**src/qsc_pkg.sv**
```systemverilog
// shared types and constants of the quad shape classifier
`timescale 1ns / 1ps
`default_nettype none
package qsc_pkg;

    localparam int CORDIC_STEPS = 20;
    localparam int TAB_FRAC = 16;

    localparam int QUEUE_DEPTH = 32;
    localparam int QPTR_BITS = 5;
    localparam int QCNT_BITS = 6;

    localparam int SHAPE_BITS = 2;
    localparam int TOL_BITS = 15;
    localparam int MINLEN_BITS = 14;
    localparam int PCT_BITS = 7;
    localparam int CFG_DATA_BITS = 15;
    localparam int CFG_ADDR_BITS = 2;

    localparam logic [SHAPE_BITS-1:0] SHAPE_SQUARE = 2'd0;
    localparam logic [SHAPE_BITS-1:0] SHAPE_RECT = 2'd1;
    localparam logic [SHAPE_BITS-1:0] SHAPE_QUAD = 2'd2;

    localparam logic [CFG_ADDR_BITS-1:0] REG_ANGLE_TOL = 2'd0;
    localparam logic [CFG_ADDR_BITS-1:0] REG_MIN_LEN = 2'd1;
    localparam logic [CFG_ADDR_BITS-1:0] REG_LEN_PCT = 2'd2;

    typedef struct packed {
        logic [TOL_BITS-1:0]    angle_tolerance;
        logic [MINLEN_BITS-1:0] min_length;
        logic [PCT_BITS-1:0]    length_tolerance_pct;
    } cfg_t;

    typedef struct packed {
        logic is_match;
        logic all_right_angles;
    } result_t;

    // arctangent of 2^-step in degrees, 16 fraction bits
    function automatic logic [23:0] atan_q16(input int step);
        logic [23:0] r;
        case (step)
            0:       r = 24'd2949120;
            1:       r = 24'd1740967;
            2:       r = 24'd919879;
            3:       r = 24'd466945;
            4:       r = 24'd234379;
            5:       r = 24'd117304;
            6:       r = 24'd58666;
            7:       r = 24'd29335;
            8:       r = 24'd14668;
            9:       r = 24'd7334;
            10:      r = 24'd3667;
            11:      r = 24'd1833;
            12:      r = 24'd917;
            13:      r = 24'd458;
            14:      r = 24'd229;
            15:      r = 24'd115;
            16:      r = 24'd57;
            17:      r = 24'd29;
            18:      r = 24'd14;
            19:      r = 24'd7;
            default: r = 24'd0;
        endcase
        return r;
    endfunction

endpackage
`default_nettype wire

```
**src/qsc_queue.sv**
```systemverilog
// result queue between the front pipeline and the consumer
`timescale 1ns / 1ps
`default_nettype none
module qsc_queue (
    input  wire logic             clk,
    input  wire logic             rst_n,
    input  wire logic             wr_en,
    input  wire qsc_pkg::result_t wr_data,
    input  wire logic             rd_en,
    output qsc_pkg::result_t      rd_data,
    output logic                  empty
);

    qsc_pkg::result_t                mem [qsc_pkg::QUEUE_DEPTH];
    logic [qsc_pkg::QPTR_BITS-1:0]   wr_ptr_reg;
    logic [qsc_pkg::QPTR_BITS-1:0]   rd_ptr_reg;
    logic [qsc_pkg::QCNT_BITS-1:0]   count_reg;
    logic [qsc_pkg::QCNT_BITS-1:0]   count_next;
    logic                            do_rd;

    assign do_rd = rd_en && (count_reg != '0);
    assign count_next = count_reg + qsc_pkg::QCNT_BITS'(wr_en)
                        - qsc_pkg::QCNT_BITS'(do_rd);

    always_ff @(posedge clk)
    begin
        if (wr_en)
            mem[wr_ptr_reg] <= wr_data;
    end

    always_ff @(posedge clk or negedge rst_n)
    begin
        if (!rst_n)
        begin
            wr_ptr_reg <= '0;
            rd_ptr_reg <= '0;
            count_reg  <= '0;
        end
        else
        begin
            if (wr_en)
                wr_ptr_reg <= wr_ptr_reg + 1'b1;
            if (do_rd)
                rd_ptr_reg <= rd_ptr_reg + 1'b1;
            count_reg <= count_next;
        end
    end

    assign rd_data = mem[rd_ptr_reg];
    assign empty   = (count_reg == '0);

endmodule
`default_nettype wire

```
**config.mk**
```make
export PLATFORM = sky130hd
export DESIGN_NAME = qsc_queue
export DESIGN_NICKNAME = d
export VERILOG_FILES = /design/src/qsc_pkg.sv /design/src/qsc_queue.sv
export SDC_FILE = /design/constraint.sdc
export NUM_CORES = 1
export LEC_CHECK = 0
export ABC_AREA = 1
export BUFFER_PORTS_ARGS = -buffer_cell sky130_fd_sc_hd__buf_4
export CAP_MARGIN = 20
export CORE_MARGIN = 8
export CORE_UTILIZATION = 30
export DETAILED_ROUTE_END_ITERATION = 12
export SYNTH_ARGS = -nofsm -noshare
export SYNTH_HDL_FRONTEND = slang
export SYNTH_SLANG_ARGS = --single-unit
```
**constraint.sdc**
```tcl
create_clock -name clk -period 3.35 [get_ports clk]
set_input_delay 0.1675 -clock clk [delete_from_list [all_inputs] [get_ports clk]]
set_output_delay 0.1675 -clock clk [all_outputs]
set_load 0.1 [all_outputs]
```
==> metrics.csv <==
stage;metric;value;unit
outcome;status;finished, final reports clean;
pwr;sequential share of power;34.5;%
sta;Worst Clk Skew;0.00845;ns
logic_synthesis;Synth top cells by count;nand2_1, edfxtp_1, inv_1, nand3_1, nor2_1;
layout;max FFs per register;64;
logic_synthesis;register bit total from synthesis;80;
critical_path;Worst R2R Path Depth;15;
logic_synthesis;count leader, synth;nand2_1;
hold_path;Hold Crit Depth;2;
logic_synthesis;Yosys top cell by area;edfxtp_1;
sta;Final setup violation count;0;
global_routing;vias in the first global route;2647;
sta;Slew HR;63.9;%
pwr;worst vdd ir;0.354;mV
pwr;Psw;1600;uW
clock_tree;CTS Root Cell;clkbuf_16;
critical_path;Crit Path Category;reg -> reg;
sta;worst slew pin tran;0.541;ns
pwr;sw frac;40.3;%
detailed_routing;Vias;2548;
sta;fin. max-slew vios;0;
sta;Tcrit/Tclk final;73.3;%
detailed_routing;vias per inst;4.44;
logic_synthesis;Distinct cells, synth;23;
pwr;Combinational Power Share;39.3;%
placed_design;PortBufs;8;
layout;synthesis-to-layout area growth;14.0;%
logic_synthesis;number of synthesized flops with an enable pin;64;
critical_path;Worst Setup Start Kind;flop;
layout;# fillers;1251;
hold_path;Hold EP;wr_ptr_reg[0];
sta;Fin Setup TNS;0;ns
clock_tree;worst skew pair latency;0.33;ns
clock_tree;H-tree Lvls;3;
layout;Reg area;2320;sq um
critical_path;Crit path arrival time;2.67;ns
detailed_routing;final WL;7680;microns
pwr;Pint;2380;uW
die;FP Rows;41;
layout;layout cells sized above 1;6.47;%
detailed_routing;DRT Pass-1 Iters;4;
clock_tree;TritonCTS Buffers;9;
critical_path;FF-to-FF Start;count_reg[2];
pwr;LEAKAGE;0.00185;uW
placed_design;DP Worst Slack;0.903;ns
placed_design;Post-DP HPWL;5080;microns
logic_synthesis;Synth warnings;0;
critical_path;Crit path required time;3.56;ns
clock_tree;CTS clk-pin slew, worst paths;0.06;ns
logic_synthesis;share of Yosys cell area claimed by the top area cell type;50.6;%
sta;Final Hold Viols;0;
sta;setup repair after global routing missed its margin;no;
layout;nets;417;
die;Initial Utilization;30.5;%
critical_path;R2R Setup Slk;0.89;ns
hold_path;Min-Delay Startpoint;wr_en;
placed_design;Final Wtd Congestion;0.754;
clock_tree;Post-CTS Setup Inserts;0;
global_routing;largest net degree at the start of global routing;37;
die;io pins;9;
logic_synthesis;sequential area share after synthesis;61.2;%
layout;final design utilization;34.7;%
die;Core Region;12500;sq um
logic_synthesis;syn_nets;408;
sta;fin worst setup slack;0.894;ns
sta;fin crit period;2.46;ns
global_routing;first-pass GRT wire length;13000;microns
global_routing;All-Layer GR Usage;10.1;%
detailed_routing;post-route ant nets;0;
sta;Max Fclk;407;MHz
die;DIE WIDTH;129;microns
global_routing;initial antenna violation count;0;
pwr;Clk pwr share;26.2;%
global_routing;grt ovf;0;
detailed_routing;# DRC;0;
die;Die Y-Extent;129;microns
logic_synthesis;Top FF cell, synth;edfxtp_1;
logic_synthesis;Async SR Flop Fraction;20.0;%
critical_path;Crit. End Element;flop;
logic_synthesis;Post-Synthesis Cells;388;
logic_synthesis;Post-Syn Area per Cell;9.79;sq um
hold_path;Worst Hold Class;in -> reg;
clock_tree;CTS tree;yes;
detailed_routing;routed len/inst;13.4;microns
layout;# diodes;0;
job;Max Cap Viol;0;
logic_synthesis;Synth area leaders;edfxtp_1, dfrtp_1, nand2_1;
clock_tree;clk sinks;80;
layout;Multi-input gate area;1150;sq um
critical_path;Critical R2R Capture;count_reg[4];
clock_tree;clk buf depth;2;
detailed_routing;drt first-iter violations;194;
pwr;PwrDens;921;nW/um^2
logic_synthesis;Syn Std Cell Area;3800;sq um
die;Die ar.;16500;sq um
critical_path;Max FO, Critical Path;4;
==> metrics by stage <==
stage	cells	power, uW	hold WS, ns	area [sq um]
floorplan	388	2620	-0.128	3800
global placement	557	2910	0.0423	4000
detailed placement	557	2970	0.0477	4000
CTS	574	4020	0.0899	4330
global route	574	4270	0.111	4330
finish	574	3990	0.0974	4330
==> cell families after synthesis <==
| logic type | share of synthesized area [%] |
|---|---|
| and+or+nand+nor | 21.2 |
| adders and majority gates | 4.81 |
| buffers and inverters | 8.43 |
| DFF | 61.2 |
| AOI/OAI and AO/OA | 2.08 |
| xor gates and xnor gates | 2.31 |
==> metal layers <==
layer	global-route usage [%]	vias up	part of all wire [%]
li1	-	1263	-
met1	12.5	1214	45
met2	16.3	55	49
met3	2.32	16	4.4
met4	4.98	0	2.2
met5	0	-	0
==> worst max-delay path by stage <==
| stage | from | endpoint | slack, ns |
|---|---|---|---|
| final | count_reg[2] | count_reg[4] | 0.89 |
| after global routing | count_reg[2] | count_reg[4] | 0.72 |
| after CTS | count_reg[2] | count_reg[4] | 0.89 |
| after detailed placement | count_reg[2] | count_reg[4] | 0.90 |
| after global placement | count_reg[2] | count_reg[4] | 0.99 |
| after floorplan | count_reg[2] | count_reg[4] | 1.12 |
==> critical path: stages (launching register included) <==
cell and delay [ns]:
dfrtp_1 0.40, inv_1 0.09, ha_1 0.15, nand3_1 0.09
nand2_1 0.14, inv_1 0.09, ha_1 0.27, inv_1 0.06
ha_1 0.19, inv_1 0.07, fa_1 0.39, inv_1 0.07
a21oi_1 0.05, nor2_1 0.08, nor2_1 0.05, xor2_1 0.13
==> area by class of cell <==
cell class                      instances  share of cell area, %
Clock buffer                           12                   5.70
Clock inverter                          4                   1.76
Tap cell                              172                   4.97
Multi-Input combinational cell        235                   26.7
Timing Repair Buffer                   11                   1.97
Sequential cell                        80                   53.7
Inverter                               60                   5.26
==> cell usage in the layout, fill, tap and decap left out <==
master / netlist / layout
nand2_1: 106 / 106
edfxtp_1: 64 / 64
inv_1: 58 / 58
nand3_1: 46 / 46
nor2_1: 40 / 40
dfrtp_1: 16 / 16
ha_1: 13 / 13
buf_4: 4 / 10
clkbuf_16: 0 / 9
xor2_1: 8 / 8
a21oi_1: 6 / 6
o21ai_0: 4 / 4
nor3_1: 3 / 3
xnor2_1: 2 / 2
nand4_1: 2 / 2
o211ai_1: 2 / 2
bufinv_16: 0 / 2
clkbuf_1: 1 / 2
a21o_1: 1 / 1
a31oi_1: 1 / 1
inv_2: 1 / 1
inv_4: 1 / 1
fa_1: 1 / 1
clkinvlp_4: 0 / 1
inv_6: 0 / 1
clkbuf_8: 0 / 1
dlygate4sd3_1: 0 / 1
==> power groups by stage <==
stage,Sequential [uW],Clock [uW],Combinational (uW)
2_1_floorplan,1320,0,1300
4_1_cts,1380,1060,1580
3_3_place_gp,1390,0,1520
6_report,1370,1040,1570
5_1_grt,1400,1110,1760
3_5_place_dp,1400,0,1570
==> what timing repair did <==
item	4_1_cts	5_1_grt
hold endpoints to repair	16	0
gates resized for setup	0	0
hold buffers	1	0
No activity file was read; power rests on OpenSTA's default activity.
